--- src/rtl/oomsched_pkg.sv ---
// shared types, constants and path tables of the motor scheduler
package oomsched_pkg;

	localparam int PATH_MAX    = 16;
	localparam int MOTOR_COUNT = 9;
	localparam int TIME_BITS   = 20;
	localparam int DIGITS      = 10;

	localparam int PATH_IDX_W = $clog2(PATH_MAX);
	localparam int STEP_W     = 5;
	localparam int CELL_W     = 4;
	localparam int DIGIT_W    = 4;
	localparam int PULSE_W    = 12;
	localparam int LEVEL_W    = 7;
	localparam int HOLD16_W   = 8;
	localparam int SOA_W      = 11;
	localparam int EXTRA_W    = 16;
	localparam int HOLD_W     = 16;
	localparam int ONSET_W    = 17;
	localparam int CFG_IDX_W  = 3;
	localparam int CFG_DATA_W = 12;

	localparam logic [TIME_BITS-1:0] TIME_TOP  = {TIME_BITS{1'b1}};
	localparam logic [DIGIT_W-1:0]   DIGIT_TOP = DIGIT_W'(DIGITS - 1);
	localparam logic [HOLD16_W-1:0]  UNIT_HOLD = HOLD16_W'(16);

	// operation codes of a request
	typedef enum logic {
		OP_START = 1'b0,
		OP_TICK  = 1'b1
	} op_t;

	// register indexes of the write port
	typedef enum logic [CFG_IDX_W-1:0] {
		CFG_SETTINGS_VALID = 3'd0,
		CFG_PULSE_MS       = 3'd1,
		CFG_DRIVE_LEVEL    = 3'd2,
		CFG_FIRST_HOLD     = 3'd3,
		CFG_LAST_HOLD      = 3'd4
	} cfg_index_t;

	typedef struct packed {
		logic               operation;
		logic [DIGIT_W-1:0] digit_value;
	} in_item_t;

	typedef struct packed {
		logic [MOTOR_COUNT-1:0] motor_mask;
		logic [LEVEL_W-1:0]     motor_level;
		logic                   playing;
		logic                   finished;
	} out_item_t;

	// live settings plus values derived from them at write time
	typedef struct packed {
		logic [PULSE_W-1:0]  pulse_ms;
		logic [LEVEL_W-1:0]  drive_level;
		logic [HOLD16_W-1:0] first_hold;
		logic [HOLD16_W-1:0] last_hold;
		logic [SOA_W-1:0]    soa;
		logic [EXTRA_W-1:0]  extra;
	} cfg_t;

	// playback state of one digit
	typedef struct packed {
		logic [TIME_BITS-1:0]                  elapsed;
		logic [MOTOR_COUNT-1:0][TIME_BITS-1:0] deadline;
		logic [STEP_W-1:0]                     next_step;
		logic [DIGIT_W-1:0]                    digit;
	} play_state_t;

	localparam logic [STEP_W-1:0] PATH_LEN [DIGITS] = '{
		5'd9, 5'd3, 5'd9, 5'd9, 5'd7, 5'd9, 5'd10, 5'd5, 5'd13, 5'd11
	};

	localparam logic [CELL_W-1:0] PATH_CELLS [DIGITS][PATH_MAX] = '{
		'{4'd0, 4'd1, 4'd2, 4'd5, 4'd8, 4'd7, 4'd6, 4'd3,
		  4'd0, 4'd0, 4'd0, 4'd0, 4'd0, 4'd0, 4'd0, 4'd0},
		'{4'd1, 4'd4, 4'd7, 4'd0, 4'd0, 4'd0, 4'd0, 4'd0,
		  4'd0, 4'd0, 4'd0, 4'd0, 4'd0, 4'd0, 4'd0, 4'd0},
		'{4'd0, 4'd1, 4'd2, 4'd5, 4'd4, 4'd3, 4'd6, 4'd7,
		  4'd8, 4'd0, 4'd0, 4'd0, 4'd0, 4'd0, 4'd0, 4'd0},
		'{4'd0, 4'd1, 4'd2, 4'd5, 4'd4, 4'd5, 4'd8, 4'd7,
		  4'd6, 4'd0, 4'd0, 4'd0, 4'd0, 4'd0, 4'd0, 4'd0},
		'{4'd0, 4'd3, 4'd4, 4'd5, 4'd1, 4'd4, 4'd7, 4'd0,
		  4'd0, 4'd0, 4'd0, 4'd0, 4'd0, 4'd0, 4'd0, 4'd0},
		'{4'd2, 4'd1, 4'd0, 4'd3, 4'd4, 4'd5, 4'd8, 4'd7,
		  4'd6, 4'd0, 4'd0, 4'd0, 4'd0, 4'd0, 4'd0, 4'd0},
		'{4'd2, 4'd1, 4'd0, 4'd3, 4'd6, 4'd7, 4'd8, 4'd5,
		  4'd4, 4'd3, 4'd0, 4'd0, 4'd0, 4'd0, 4'd0, 4'd0},
		'{4'd0, 4'd1, 4'd2, 4'd5, 4'd8, 4'd0, 4'd0, 4'd0,
		  4'd0, 4'd0, 4'd0, 4'd0, 4'd0, 4'd0, 4'd0, 4'd0},
		'{4'd1, 4'd0, 4'd3, 4'd4, 4'd5, 4'd8, 4'd7, 4'd6,
		  4'd3, 4'd4, 4'd5, 4'd2, 4'd1, 4'd0, 4'd0, 4'd0},
		'{4'd2, 4'd1, 4'd0, 4'd3, 4'd4, 4'd5, 4'd2, 4'd5,
		  4'd8, 4'd7, 4'd6, 4'd0, 4'd0, 4'd0, 4'd0, 4'd0}
	};

	// number of steps in the path of a digit
	function automatic logic [STEP_W-1:0] path_len(input logic [DIGIT_W-1:0] digit);
		path_len = PATH_LEN[digit];
	endfunction

	// motor of one path step
	function automatic logic [CELL_W-1:0] path_cell(input logic [DIGIT_W-1:0] digit,
			input logic [STEP_W-1:0] step);
		path_cell = PATH_CELLS[digit][step[PATH_IDX_W-1:0]];
	endfunction

endpackage

--- src/rtl/oomsched_eval.sv ---
// one tick of playback: onset check, motor deadlines and result
module oomsched_eval (
	input  oomsched_pkg::cfg_t        cfg,
	input  oomsched_pkg::play_state_t cur,
	output oomsched_pkg::play_state_t nxt,
	output oomsched_pkg::out_item_t   res
);

	localparam int PROD_W = oomsched_pkg::PULSE_W + oomsched_pkg::HOLD16_W;

	logic [oomsched_pkg::TIME_BITS-1:0]   t;
	logic [oomsched_pkg::STEP_W-1:0]      len;
	logic [oomsched_pkg::STEP_W-1:0]      step;
	logic                                 any_old;
	logic                                 fire;
	logic [oomsched_pkg::ONSET_W-1:0]     onset;
	logic [oomsched_pkg::ONSET_W-1:0]     soa_mul;
	logic [oomsched_pkg::HOLD16_W-1:0]    factor;
	logic [PROD_W-1:0]                    hold_prod;
	logic [oomsched_pkg::HOLD_W-1:0]      hold;
	logic [oomsched_pkg::TIME_BITS:0]     due_sum;
	logic [oomsched_pkg::TIME_BITS-1:0]   due;
	logic [oomsched_pkg::CELL_W-1:0]      motor_idx;
	logic [oomsched_pkg::STEP_W-1:0]      step_nxt;
	logic [oomsched_pkg::MOTOR_COUNT-1:0] mask;
	logic                                 fin;

	assign t         = cur.elapsed;
	assign step      = cur.next_step;
	assign len       = oomsched_pkg::path_len(cur.digit);
	assign motor_idx = oomsched_pkg::path_cell(cur.digit, step);

	// motors still running before this tick starts anything
	always_comb begin
		any_old = 1'b0;
		for (int i = 0; i < oomsched_pkg::MOTOR_COUNT; i++) begin
			if (t < cur.deadline[i]) begin
				any_old = 1'b1;
			end
		end
	end

	// onset of the pending step
	assign soa_mul = oomsched_pkg::ONSET_W'(step) * oomsched_pkg::ONSET_W'(cfg.soa);
	assign onset   = (step == '0) ? '0 : oomsched_pkg::ONSET_W'(cfg.extra) + soa_mul;
	assign fire    = (step < len) &&
		(t >= oomsched_pkg::TIME_BITS'(onset));

	// hold time of the pending step, saturated deadline
	always_comb begin
		if (step == '0) begin
			factor = cfg.first_hold;
		end else if (step == len - oomsched_pkg::STEP_W'(1)) begin
			factor = cfg.last_hold;
		end else begin
			factor = oomsched_pkg::UNIT_HOLD;
		end
	end

	assign hold_prod = PROD_W'(cfg.pulse_ms) * PROD_W'(factor);
	assign hold      = hold_prod[PROD_W-1:4];
	assign due_sum   = {1'b0, t} + (oomsched_pkg::TIME_BITS + 1)'(hold);
	assign due       = due_sum[oomsched_pkg::TIME_BITS] ?
		oomsched_pkg::TIME_TOP : due_sum[oomsched_pkg::TIME_BITS-1:0];

	// next state
	always_comb begin
		nxt = cur;
		if (fire) begin
			for (int i = 0; i < oomsched_pkg::MOTOR_COUNT; i++) begin
				if (motor_idx == oomsched_pkg::CELL_W'(i)) begin
					nxt.deadline[i] = due;
				end
			end
		end
		nxt.next_step = step_nxt;
		nxt.elapsed   = (t == oomsched_pkg::TIME_TOP) ? t :
			t + oomsched_pkg::TIME_BITS'(1);
	end

	assign step_nxt = fire ? step + oomsched_pkg::STEP_W'(1) : step;

	// mask after the update
	always_comb begin
		for (int i = 0; i < oomsched_pkg::MOTOR_COUNT; i++) begin
			mask[i] = t < nxt.deadline[i];
		end
	end

	assign fin = (step_nxt >= len) && !(any_old || fire);

	// result of the tick
	always_comb begin
		res.motor_mask  = mask;
		res.motor_level = (mask != '0) ? cfg.drive_level : '0;
		res.playing     = !fin;
		res.finished    = fin;
	end

endmodule

--- src/rtl/overlapping_onset_motor_scheduler.sv ---
// top level of the apparent-motion digit player for a 3x3 motor grid
//
//  channel  | handshake          | payload
//  ---------+--------------------+--------------------------------------
//  in       | in_valid/in_ready  | in_data  (operation, digit_value)
//  out      | out_valid/out_ready| out_data (mask, level, playing, done)
//  cfg      | cfg_we             | cfg_index, cfg_wdata
//
// a request is taken into an input register, evaluated from there by the
// single tick evaluation stage and its result lands in the output register;
// one request per cycle is sustained while the output is not stalled.
// reset clears settings to their defaults and all playback state.
// a waiting result stalls evaluation only; the input register still takes
// a request whenever it is empty or drains in that cycle.
module overlapping_onset_motor_scheduler (
	input  logic                                 clk,
	input  logic                                 arst_n,
	input  logic                                 in_valid,
	output logic                                 in_ready,
	input  oomsched_pkg::in_item_t               in_data,
	output logic                                 out_valid,
	input  logic                                 out_ready,
	output oomsched_pkg::out_item_t              out_data,
	input  logic                                 cfg_we,
	input  logic [oomsched_pkg::CFG_IDX_W-1:0]   cfg_index,
	input  logic [oomsched_pkg::CFG_DATA_W-1:0]  cfg_wdata
);

	localparam int SOA_SUM_W = 19;
	localparam int EXTRA_P_W = oomsched_pkg::PULSE_W + oomsched_pkg::HOLD16_W;

	// onset spacing from the pulse length
	function automatic logic [oomsched_pkg::SOA_W-1:0] calc_soa(
			input logic [oomsched_pkg::PULSE_W-1:0] pulse);
		logic [SOA_SUM_W-1:0] s;
		s = SOA_SUM_W'(pulse) * SOA_SUM_W'(82) + SOA_SUM_W'(12109);
		calc_soa = s[SOA_SUM_W-1:8];
	endfunction

	// start extra delay from the first hold factor
	function automatic logic [oomsched_pkg::EXTRA_W-1:0] calc_extra(
			input logic [oomsched_pkg::HOLD16_W-1:0] first,
			input logic [oomsched_pkg::PULSE_W-1:0]  pulse);
		logic [EXTRA_P_W-1:0] p;
		p = EXTRA_P_W'(first - oomsched_pkg::UNIT_HOLD) * EXTRA_P_W'(pulse);
		calc_extra = (first > oomsched_pkg::UNIT_HOLD) ? p[EXTRA_P_W-1:4] : '0;
	endfunction

	logic                        settings_valid_q;
	oomsched_pkg::cfg_t          cfg_q;
	oomsched_pkg::play_state_t   state_q;
	oomsched_pkg::play_state_t   state_nxt;
	oomsched_pkg::out_item_t     tick_res;
	logic                        busy_q;
	logic                        valid_s1;
	oomsched_pkg::in_item_t      req_s1;
	logic                        out_valid_q;
	oomsched_pkg::out_item_t     out_data_q;
	logic                        advance;
	logic                        start_ok;
	logic [oomsched_pkg::DIGIT_W-1:0] digit_clamped;

	// settings registers with derived timing values
	always_ff @(posedge clk or negedge arst_n) begin
		if (!arst_n) begin
			settings_valid_q <= 1'b0;
			cfg_q.pulse_ms   <= '0;
			cfg_q.drive_level <= '0;
			cfg_q.first_hold <= oomsched_pkg::UNIT_HOLD;
			cfg_q.last_hold  <= oomsched_pkg::UNIT_HOLD;
			cfg_q.soa        <= calc_soa('0);
			cfg_q.extra      <= '0;
		end else if (cfg_we) begin
			case (oomsched_pkg::cfg_index_t'(cfg_index))
				oomsched_pkg::CFG_SETTINGS_VALID: begin
					settings_valid_q <= cfg_wdata[0];
				end
				oomsched_pkg::CFG_PULSE_MS: begin
					cfg_q.pulse_ms <= cfg_wdata;
					cfg_q.soa      <= calc_soa(cfg_wdata);
					cfg_q.extra    <= calc_extra(cfg_q.first_hold, cfg_wdata);
				end
				oomsched_pkg::CFG_DRIVE_LEVEL: begin
					cfg_q.drive_level <= cfg_wdata[oomsched_pkg::LEVEL_W-1:0];
				end
				oomsched_pkg::CFG_FIRST_HOLD: begin
					cfg_q.first_hold <= cfg_wdata[oomsched_pkg::HOLD16_W-1:0];
					cfg_q.extra <= calc_extra(cfg_wdata[oomsched_pkg::HOLD16_W-1:0],
						cfg_q.pulse_ms);
				end
				oomsched_pkg::CFG_LAST_HOLD: begin
					cfg_q.last_hold <= cfg_wdata[oomsched_pkg::HOLD16_W-1:0];
				end
				default: begin
				end
			endcase
		end
	end

	// handshake between input register and output register
	assign advance   = valid_s1 && (!out_valid_q || out_ready);
	assign in_ready  = !valid_s1 || advance;
	assign out_valid = out_valid_q;
	assign out_data  = out_data_q;

	// input register
	always_ff @(posedge clk or negedge arst_n) begin
		if (!arst_n) begin
			valid_s1 <= 1'b0;
		end else if (in_ready) begin
			valid_s1 <= in_valid;
		end
	end

	always_ff @(posedge clk) begin
		if (in_ready && in_valid) begin
			req_s1 <= in_data;
		end
	end

	oomsched_eval u_eval (
		.cfg (cfg_q),
		.cur (state_q),
		.nxt (state_nxt),
		.res (tick_res)
	);

	assign start_ok = settings_valid_q && (cfg_q.pulse_ms != '0) &&
		(cfg_q.drive_level != '0);
	assign digit_clamped = (req_s1.digit_value > oomsched_pkg::DIGIT_TOP) ?
		oomsched_pkg::DIGIT_TOP : req_s1.digit_value;

	// playback state, updated at most once per evaluated request
	always_ff @(posedge clk or negedge arst_n) begin
		if (!arst_n) begin
			state_q <= '0;
			busy_q  <= 1'b0;
		end else if (advance) begin
			if (oomsched_pkg::op_t'(req_s1.operation) == oomsched_pkg::OP_START) begin
				state_q.elapsed   <= '0;
				state_q.deadline  <= '0;
				state_q.next_step <= '0;
				state_q.digit     <= digit_clamped;
				busy_q            <= start_ok;
			end else if (busy_q) begin
				state_q <= state_nxt;
				busy_q  <= !tick_res.finished;
			end
		end
	end

	// output register
	always_ff @(posedge clk or negedge arst_n) begin
		if (!arst_n) begin
			out_valid_q <= 1'b0;
		end else if (advance) begin
			out_valid_q <= 1'b1;
		end else if (out_ready) begin
			out_valid_q <= 1'b0;
		end
	end

	always_ff @(posedge clk) begin
		if (advance) begin
			if ((oomsched_pkg::op_t'(req_s1.operation) == oomsched_pkg::OP_TICK) &&
					busy_q) begin
				out_data_q <= tick_res;
			end else begin
				out_data_q <= '0;
			end
		end
	end

	// checks
	a_fin_not_playing: assert property (@(posedge clk) disable iff (!arst_n)
		out_valid |-> !(out_data.finished && out_data.playing))
		else $error("finished result still reports playing");

	a_level_needs_mask: assert property (@(posedge clk) disable iff (!arst_n)
		(out_valid && (out_data.motor_mask == '0)) |-> (out_data.motor_level == '0))
		else $error("drive level reported with no motor on");

	a_step_in_path: assert property (@(posedge clk) disable iff (!arst_n)
		state_q.next_step <= oomsched_pkg::path_len(state_q.digit))
		else $error("path step beyond path length");

	a_time_holds: assert property (@(posedge clk) disable iff (!arst_n)
		!advance |=> $stable(state_q.elapsed))
		else $error("playback time moved without a request");

endmodule
--- config.mk ---
export PLATFORM = sky130hd
export DESIGN_NAME = overlapping_onset_motor_scheduler
export DESIGN_NICKNAME = d
export VERILOG_FILES = /design/src/rtl/oomsched_pkg.sv /design/src/rtl/oomsched_eval.sv /design/src/rtl/overlapping_onset_motor_scheduler.sv
export SDC_FILE = /design/constraint.sdc
export NUM_CORES = 2
export LEC_CHECK = 0
export BUFFER_PORTS_ARGS = -buffer_cell sky130_fd_sc_hd__buf_4
export CORE_MARGIN = 5
export CORE_UTILIZATION = 45
export DETAILED_ROUTE_END_ITERATION = 10
export SYNTH_ARGS = -nofsm -noshare
export SYNTH_HDL_FRONTEND = slang
export SYNTH_SLANG_ARGS = --single-unit
--- constraint.sdc ---
create_clock -name clk -period 10.7 [get_ports clk]
set_input_delay 1.07 -clock clk [delete_from_list [all_inputs] [get_ports clk]]
set_output_delay 1.07 -clock clk [all_outputs]
set_load 0.03 [all_outputs]
==> metrics.csv <==
stage,metric,value,unit
logic_synthesis,async_flop_share,92.3,%
floorplanning,start_util,45.4,%
global_route,grt-ovfl-total,0,
run_status,violations,setup timing,
critical_path,end_kind,register,
timing,finalSetupViolCount,3,
timing,timing.fmax,0.0931,GHz
logic_synthesis,synthCells,4085,
clocking,htreeDepth,2,
clocking,cts_buffer_depth,3,
timing,worst_slack,-0.0361,ns
placed_design,gp_congestion,0.959,
timing,slew_headroom,19.6,%
critical_path,worstPathRequired,11.01,ns
placed_design,post-place-cells,5373,
route,drt-initial-drc-count,2059,
final_layout,fillers,7546,
logic_synthesis,ys_dominant_reg_cell,dfrtp_1,
logic_synthesis,yosys_warnings,0,
critical_path,worstSetupPathType,register to register,
logic_synthesis,synth_xor_area_share,2.84,%
floorplanning,die_y,295,um
critical_path,crit_cells,54,
logic_synthesis,ys_seq_area_share,20.7,%
worst_hold_path,hold_depth,2,
timing,slew_violations,0,
final_layout,layout_commonest_cell,ha_1,
timing,rsz0062_at_grt,yes,
route,wl_per_cell,21.5,um
logic_synthesis,synth_nets,4963,
final_layout,area_growth,17.5,%
clocking,clk_pin_slew_worst_paths,0.06,ns
critical_path,crit_fanout,7,
floorplanning,rows,104,
timing,hold_viol_final,0,
route,totalWireLength,118000,um
logic_synthesis,yosysUniqueCellTypes,102,
global_route,antenna_found_initial,5,
final_layout,final_cell_mix,"ha_1 (590), inv_1 (514), buf_4 (404), nand2_1 (370), dfrtp_1 (268)",
placed_design,portBuffers,44,
timing,fin_crit,10.74,ns
logic_synthesis,synthAdderAreaFrac,34.3,%
clocking,cts_buffers,39,
route,vias,31600,
final_layout,fin_nets,5273,
timing,min_period_over_period,100,%
logic_synthesis,synth_compound_area_share,16.1,%
clocking,clock_latency,0.59,ns
logic_synthesis,ys_ff_latch,298,
logic_synthesis,synth_edf_count,23,
critical_path,cp_data_arrival_time,11.04,ns
global_route,grt_pass1_wl,185000,um
route,avgViaCountPerCell,5.76,
critical_path,r2r_cells,54,
global_route,grt_pass1_vias,32200,
floorplanning,pin_count,45,
logic_synthesis,synthTopCellsByArea,"ha_1 (21%), dfrtp_1 (18%), fa_1 (14%)",
global_route,grt_start_max_net_pins,101,
run_status,outcome,finished with violations,
floorplanning,die-width,295,um
critical_path,cpMostUsedCell,buf_6,
logic_synthesis,synthMuxAreaShare,3.57,%
floorplanning,die_area,87200,um2
logic_synthesis,syn_area_per_cell,8.97,um2
route,postRouteAntennaNets,0,
job,cap_violations,0,
global_route,grt_use_total,26.8,%
final_layout,drive_above_1_share,16.3,%
logic_synthesis,yosysTopAreaCell,ha_1,
floorplanning,core-area,80700,um2
critical_path,cp_slowest_cell,or4_4,
logic_synthesis,synth_area,36600,um2
placed_design,dpl.hpwl,85800,um
clocking,cts_tree,yes,
logic_synthesis,synth_top_area_share,20.6,%
route,drc,0,
route,drt_first_pass_iters,5,
logic_synthesis,synth_top_family_by_area,adder cells,
worst_hold_path,hold_class,register to register,
critical_path,slowest_delay,0.51,ns
timing,finClkSkew,0.0386,ns
final_layout,stdcell_count,5485,
critical_path,critPathBufInv,12,
logic_synthesis,synth_simple_gate_area_share,15.2,%
timing,tightest_slew,1.20,ns
clocking,cts-root-buf,clkbuf_16,
clocking,clock_sinks,298,
critical_path,startpoint_type,register,
critical_path,critPathTopFamily,adder cells,
final_layout,antenna_cells,0,
-- sequential cells by signal (all words and copies together) (netlist names) --
signal and flops:
state_q 209, cfg_q 62, out_data 18, req_s1 5, busy_q 1, out_valid 1
settings_valid_q 1, valid_s1 1
-- worst min-delay path, stage by stage, from the launching register on --
cell and delay (ns):
dfrtp_1 0.35, nand2_1 0.05, o21ai_0 0.06
-- routing by layer --
metal  vias up  share of wire [%]  global-route usage, %
met5         -              0.023                      0
met4         4                4.7                   10.3
met3       263                6.5                   4.20
met2       990                 46                   44.5
met1     15500                 43                   35.6
li1      14900                  -                      -
-- synth_stat cells, drive strengths merged (19+ instances only) --
library cell,instances
a211oi,28
a21o,112
a21oi,171
a22o,41
a31oi,19
and2,144
and3,26
buf,35
clkbuf,136
dfrtp,268
edfxtp,23
fa,251
ha,602
inv,518
mux2,25
mux2i,102
nand2,379
nand2b,54
nand3,59
nand4,56
nor2,161
nor2b,59
nor3,56
nor4,27
o21a,27
o21ai,199
o22ai,140
xnor2,71
xor2,48
-- layout make-up --
type	count	area (um2)	area share [%]
inverters	520	1950	4.53
well taps	1060	1330	3.08
clock inverters	22	260	0.605
multi-input cells	3096	27300	63.4
clock buffers	49	1030	2.40
repair buffers	440	3590	8.34
flip-flops and latches	298	7580	17.6
-- logic make-up (layout without fill, tap and decap cells) --
logic type,count (synthesis),count (layout)
AO/OA/AOI/OAI,900,900
XOR/XNOR,119,119
adder cells (fa/ha/maj),854,854
buffers and inverters,691,1031
flip-flops,298,298
multiplexers,127,127
AND/OR/NAND/NOR,1096,1096
-- final timing paths --
check / endpoint / from / slack [ns]
hold / removal: cfg_q[0]$_DFFE_PN0P_ / cfg_q[0]$_DFFE_PN0P_ / 0.49
hold reg to reg: cfg_q[0]$_DFFE_PN0P_ / cfg_q[0]$_DFFE_PN0P_ / 0.49
setup reg to reg: out_data[2]$_SDFFCE_PN0P_ / state_q[0]$_DFFE_PN0P_ / -0.04
max in group asynchronous: cfg_q[61]$_DFFE_PN0P_ / arst_n / 7.82
min in group asynchronous: state_q[79]$_DFFE_PN0P_ / arst_n / 0.58
setup / recovery: out_data[2]$_SDFFCE_PN0P_ / state_q[0]$_DFFE_PN0P_ / -0.04
-- stage by stage --
| step | instance area, um2 | setup TNS, ns | util (%) | hold WS, ns | setup slack (ns) |
|---|---|---|---|---|---|
| floorplan | 36800 | 0 | - | 0.452 | 0.00786 |
| global placement | 40600 | -1.69 | 50.3 | 0.476 | -0.249 |
| detailed placement | 40600 | -3.65 | 50.3 | 0.485 | -0.442 |
| CTS | 42400 | -0.865 | 52.5 | 0.497 | -0.164 |
| global route | 43000 | -4.64 | 53.4 | 0.518 | -0.475 |
| finish | 43000 | -0.0464 | 53.4 | 0.494 | -0.0361 |
-- what timing repair did --
| item | 4_1_cts | 5_1_grt |
|---|---|---|
| setup endpoints to repair | 15 | 16 |
| buffers inserted | 24 | 21 |
| pin swaps | 76 | 95 |
| gates cloned | 0 | 0 |
| hold buffers | 0 | 0 |
| resized for setup | 65 | 115 |
Power is left out: the tool's default activity adds up to more than one toggle a clock period on the data nets, which glitch-free logic cannot reach.
